### config.mk
export PLATFORM = sky130hd
export DESIGN_NAME = tpg_div
export DESIGN_NICKNAME = d
export VERILOG_FILES = /design/src/hdl/tpg_pkg.sv /design/src/hdl/tpg_div.sv
export SDC_FILE = /design/constraint.sdc
export NUM_CORES = 2
export LEC_CHECK = 0
export ABC_AREA = 0
export ABC_CLOCK_PERIOD_IN_PS = 5200
export BUFFER_PORTS_ARGS = -buffer_cell sky130_fd_sc_hd__buf_2
export CORE_MARGIN = 2
export CORE_UTILIZATION = 59
export CTS_BUF_LIST = sky130_fd_sc_hd__clkbuf_16
export DETAILED_ROUTE_END_ITERATION = 10
export GPL_TIMING_DRIVEN = 0
export PLACE_DENSITY = 0.75
export SLEW_MARGIN = 20
export SYNTH_ARGS = -nofsm -noshare
export SYNTH_HDL_FRONTEND = slang
export SYNTH_SLANG_ARGS = --single-unit
### constraint.sdc
create_clock -name i_clk -period 5.2 [get_ports i_clk]
set_clock_uncertainty 0.05 [all_clocks]
set_input_delay 0.26 -clock i_clk [delete_from_list [all_inputs] [get_ports i_clk]]
set_output_delay 0.26 -clock i_clk [all_outputs]
set_load 0.1 [all_outputs]
### src/hdl/tpg_pkg.sv
package tpg_pkg;

    // Fixed field widths of the segment description.
    localparam int ACCEL_W = 24;
    localparam int MIN_W   = 16;

    // Minimum start and end rate after reset, in steps per second.
    localparam logic [MIN_W-1:0] MIN_RATE_RESET = 16'd120;

endpackage

### src/hdl/tpg_div.sv
module tpg_div #(
    parameter int NUM_W = 41,
    parameter int DEN_W = tpg_pkg::ACCEL_W + 1,
    parameter int QUO_W = 20
) (
    input  logic             i_clk,
    input  logic [NUM_W-1:0] i_num,
    input  logic [DEN_W-1:0] i_den,
    output logic [QUO_W:0]   o_quo,
    output logic             o_rem_nz
);
    import tpg_pkg::*;

    // Pipelined restoring divider that yields one quotient bit per stage. A quotient
    // of 2^QUO_W or more saturates at 2^QUO_W.
    localparam int EXT_W = NUM_W + QUO_W;
    localparam int CMP_W = NUM_W + DEN_W + QUO_W;

    logic [EXT_W-1:0] w_ext;
    logic             w_sat;

    logic [DEN_W-1:0] r_rem [0:QUO_W];
    logic [QUO_W-1:0] r_q   [0:QUO_W];
    logic [QUO_W-1:0] r_low [0:QUO_W];
    logic [DEN_W-1:0] r_den [0:QUO_W];
    logic             r_sat [0:QUO_W];

    assign w_ext = {{QUO_W{1'b0}}, i_num};
    assign w_sat = CMP_W'(i_num) >= (CMP_W'(i_den) << QUO_W);

    // When the quotient does not saturate, the upper numerator bits are below the divisor.
    always_ff @(posedge i_clk) begin
        r_rem[0] <= w_ext[QUO_W +: DEN_W];
        r_q[0]   <= '0;
        r_low[0] <= w_ext[QUO_W-1:0];
        r_den[0] <= i_den;
        r_sat[0] <= w_sat;
    end

    for (genvar j = 1; j <= QUO_W; j++) begin : g_stage
        logic [DEN_W:0] w_trial;
        logic [DEN_W:0] w_diff;
        logic           w_ge;

        assign w_trial = {r_rem[j-1], r_low[j-1][QUO_W-j]};
        assign w_diff  = w_trial - {1'b0, r_den[j-1]};
        assign w_ge    = w_trial >= {1'b0, r_den[j-1]};

        always_ff @(posedge i_clk) begin
            r_rem[j] <= w_ge ? w_diff[DEN_W-1:0] : w_trial[DEN_W-1:0];
            r_q[j]   <= {r_q[j-1][QUO_W-2:0], w_ge};
            r_low[j] <= r_low[j-1];
            r_den[j] <= r_den[j-1];
            r_sat[j] <= r_sat[j-1];
        end
    end

    assign o_quo    = r_sat[QUO_W] ? {1'b1, {QUO_W{1'b0}}} : {1'b0, r_q[QUO_W]};
    assign o_rem_nz = r_sat[QUO_W] || (r_rem[QUO_W] != '0);

endmodule

==> impl_metrics.toml <==
[drt]
drt-pass1-iter-count = 6
avg_wl_per_cell_um = 17.3
num_vias = 44400
drt.antenna.violating_nets = 0
first_iter_violations = 3487
wirelength_mm = 139
drc = 0
vias_per_cell = 5.52

[critical_path]
cp.buffers_inverters = 4
timing.critical_path.slowest_cell_delay_ns = 0.91
worstPathMaxFanout = 10
crit_path_top_delay_cell = "o31ai_1"
crit_path_start_kind = "flip-flop"
cp_endpoint_kind = "flip-flop"
worst_case_register_to_register_setup_slack_ns = 0.98
setup.worst_path.class = "flip-flop to flip-flop"
critical_path_required_ns = 5.77
timing.rr.start = "r_low[4][3]"
crit_chain = "inv_1, ha_1, inv_1, fa_1, a21oi_1, o21ai_1, a21oi_1, o21ai_1, a221oi_2, o21ai_1, a31oi_1, o31ai_1, buf_2, buf_2, a21oi_1"
rr_endpoint = "r_rem[2][47]"
arrival_ns = 4.79
timing.critical_path.max_delay_family = "compound AO/OA/AOI/OAI gates"
timing.critical_path.from = "r_low[4][3]"
worst-r2r-cell-count = 15

[place]
routabilityCongestion = 0.948
post_dp_cell_area_um2 = 63300
placement.io_buffers = 88
post-dp-hpwl_mm = 106

[clock_tree]
cts_made_buffers = 143
worst_skew_pair.late_latency_ns = 0.76
ctsHtreeMaxLevel = 4
post_cts.repair.setup_buffers = 0
numClockSinks = 1462
clockBufferDepth = 3
post_cts_resize_count = 0
cts_root_buf = "clkbuf_16"
ctsHoldBuffers = 66
clkSlewWorstSetupHoldPaths_ns = 0.06
cts_tree = "built"

[power_and_ir_drop]
vdd_drop_max_mv = 0.430
pwr-share-comb_pct = 44.7
clockPowerShare_pct = 21.7
internal_power_uw = 29400
power_frac_seq_pct = 33.6
cellPowerDensity_nw_per_um2 = 694
power_switching_share_pct = 38.4
power.leakage_uw = 0.0318
total_power_uw = 47700
power_switching_uw = 18300

[sta]
rsz0062_at_grt = "no"
worst_slew_pin_slew_ns = 1.10
slew_headroom_pct = 25.9
period_minus_slack_ns = 4.22
post-route-period-util_pct = 81.1
timing.final.max_slew_violations = 0
timing.final.hold_violations = 0
setup_violations = 0
final.setup.tns_ns = 0
fmax_ghz = 0.237

[yosys]
synth_enable_flop_cells = 0
post_synth.cell_area_avg_um2 = 9.79
post_synth_inst_count = 6242
syn-num-nets = 6847
synth.ff_latch_count = 1462
synth.cell_area_um2 = 61100
synthArstFlopShare_pct = 0
post_synth_num_cell_types = 93
yosys_most_used_dff = "dfxtp_1"
yosysSeqAreaShare_pct = 47.9
synth_warnings = 0

[floorplanning]
design.core.area_um2 = 103000
fp.dieArea_um2 = 106000
die_y_um = 326
floorplan.initialDensity_pct = 59.2
rows = 118
floorplan.io_pins = 89
dieWidth_um = 326

[cells_and_area]
finish.net_count = 7146
layout-drive-gt1-share_pct = 8.97
antennaDiodeCount = 0
area.growth.synth_to_final_pct = 12.4
most_common_cell_after_layout_fill_and_taps_aside = "dfxtp_1"
most-common-layout-cells = "1462 x dfxtp_1, 679 x inv_1, 518 x ha_1"
final_area_um2 = 68700

[run]
max-cap-violations = 0

[status]
run_status = "completed"

[grt]
number_of_antenna_violations_at_the_first_check_in_global_routing = 2
first_global_vias = 43200
grt_use_total_pct = 25.8
grt_overflow_total = 0
largest_net_degree_at_the_start_of_global_routing = 17
grt_pass1_wl_mm = 222

[hold_path]
hold-path-cell-count = 2
worst_hold_startpoint = "i_den[23]"
hold_class = "input pin to flip-flop"
whs_endpoint = "r_den[0][23]"
==> state kept, by name, summed over array words and instances (netlist names) <==
register,cells
r_rem,521
r_den,500
r_low,210
r_q,210
r_sat,21
==> metal layers <==
metal / wire (µm) / vias up / part of all wire, % / track usage (%)
met3: 6970 / 239 / 5.0 / 3.63
met4: 3010 / 0 / 2.2 / 7.05
met2: 65000 / 1149 / 47 / 43.0
met1: 64400 / 20900 / 46 / 35.2
li1: - / 22100 / - / -
met5: 0 / - / 0 / 0
==> cells by family (layout without fill, tap and decap cells) <==
group	count (synthesis)	count (layout)	share of synthesized area, %
compound gates	1588	1588	16.4
xor+xnor	418	418	5.99
fa+ha+maj	538	538	11.3
buf+inv	789	1205	5.03
flops	1462	1462	47.9
mux	206	206	3.77
simple gates	1241	1241	9.64
==> metrics by stage <==
step                setup slack (ns)  hold slack, ns  std cells  utilization [%]
floorplan                       1.96           0.238       6242                -
global placement                1.13           0.259       7710             61.3
detailed placement              1.13           0.262       7710             61.3
CTS                             1.08          0.0516       8038             66.6
global route                   0.719          0.0793       8038             66.6
finish                         0.981           0.104       8038             66.6
==> synthesized netlist by cell type (28+ instances only) <==
master | instances | area share [%]
xor2_1 | 169 | 2.4
nand2_1 | 380 | 2.3
xnor2_1 | 249 | 3.6
a21oi_1 | 506 | 4.1
clkbuf_1 | 70 | 0.43
buf_2 | 36 | 0.29
nand3_1 | 78 | 0.64
nand2b_1 | 54 | 0.55
nor3_1 | 60 | 0.49
o21ai_0 | 362 | 3.0
o21bai_1 | 71 | 0.87
o21a_1 | 76 | 0.93
nand4_1 | 87 | 0.89
a31oi_1 | 28 | 0.29
a211oi_1 | 30 | 0.37
nor4_1 | 36 | 0.37
a21o_1 | 253 | 3.1
inv_1 | 659 | 4.0
dfxtp_1 | 1462 | 48
nor2_1 | 346 | 2.1
nor2b_1 | 82 | 0.84
ha_1 | 518 | 11
mux2_2 | 185 | 3.4
==> power by group through the flow <==
stage / combinational, µW / sequential (µW) / clock, µW
after global routing: 23600 / 16300 / 11000
final: 21300 / 16000 / 10300
after global placement: 20500 / 16200 / 0
after floorplan: 16600 / 15500 / 0
after CTS: 21100 / 16100 / 10600
after detailed placement: 20800 / 16300 / 0
==> worst register-to-register path, stage by stage, from the launching register on <==
cell and delay, ns:
dfxtp_1 0.33, inv_1 0.04, ha_1 0.20, inv_1 0.07, fa_1 0.20, a21oi_1 0.12, o21ai_1 0.19, a21oi_1 0.14
o21ai_1 0.27, a221oi_2 0.14, o21ai_1 0.41, a31oi_1 0.15, o31ai_1 0.91, buf_2 0.44, buf_2 0.31, a21oi_1 0.12
==> worst max-delay path by stage <==
| stage | end | slack [ns] | cells past startpoint |
|---|---|---|---|
| 2_1_floorplan | r_rem[0][141] | 1.96 | 16 |
| 3_3_place_gp | r_rem[2][38] | 1.13 | 15 |
| 3_5_place_dp | r_rem[2][47] | 1.13 | 15 |
| 4_1_cts | r_rem[2][47] | 1.08 | 15 |
| 5_1_grt | r_rem[1][140] | 0.72 | 15 |
| 6_report | r_rem[2][47] | 0.98 | 15 |
==> final cells by class <==
cell class | instances | area, µm²
clock inverters | 118 | 1180
repair buffers | 154 | 1100
clock buffers | 144 | 3600
multi-input cells | 3991 | 28800
flip-flops and latches | 1462 | 29300
well taps | 1380 | 1730
fillers | 8162 | 34500
plain buffers | 129 | 599
inverters | 660 | 2480
Power figures use the tool's default switching activity.
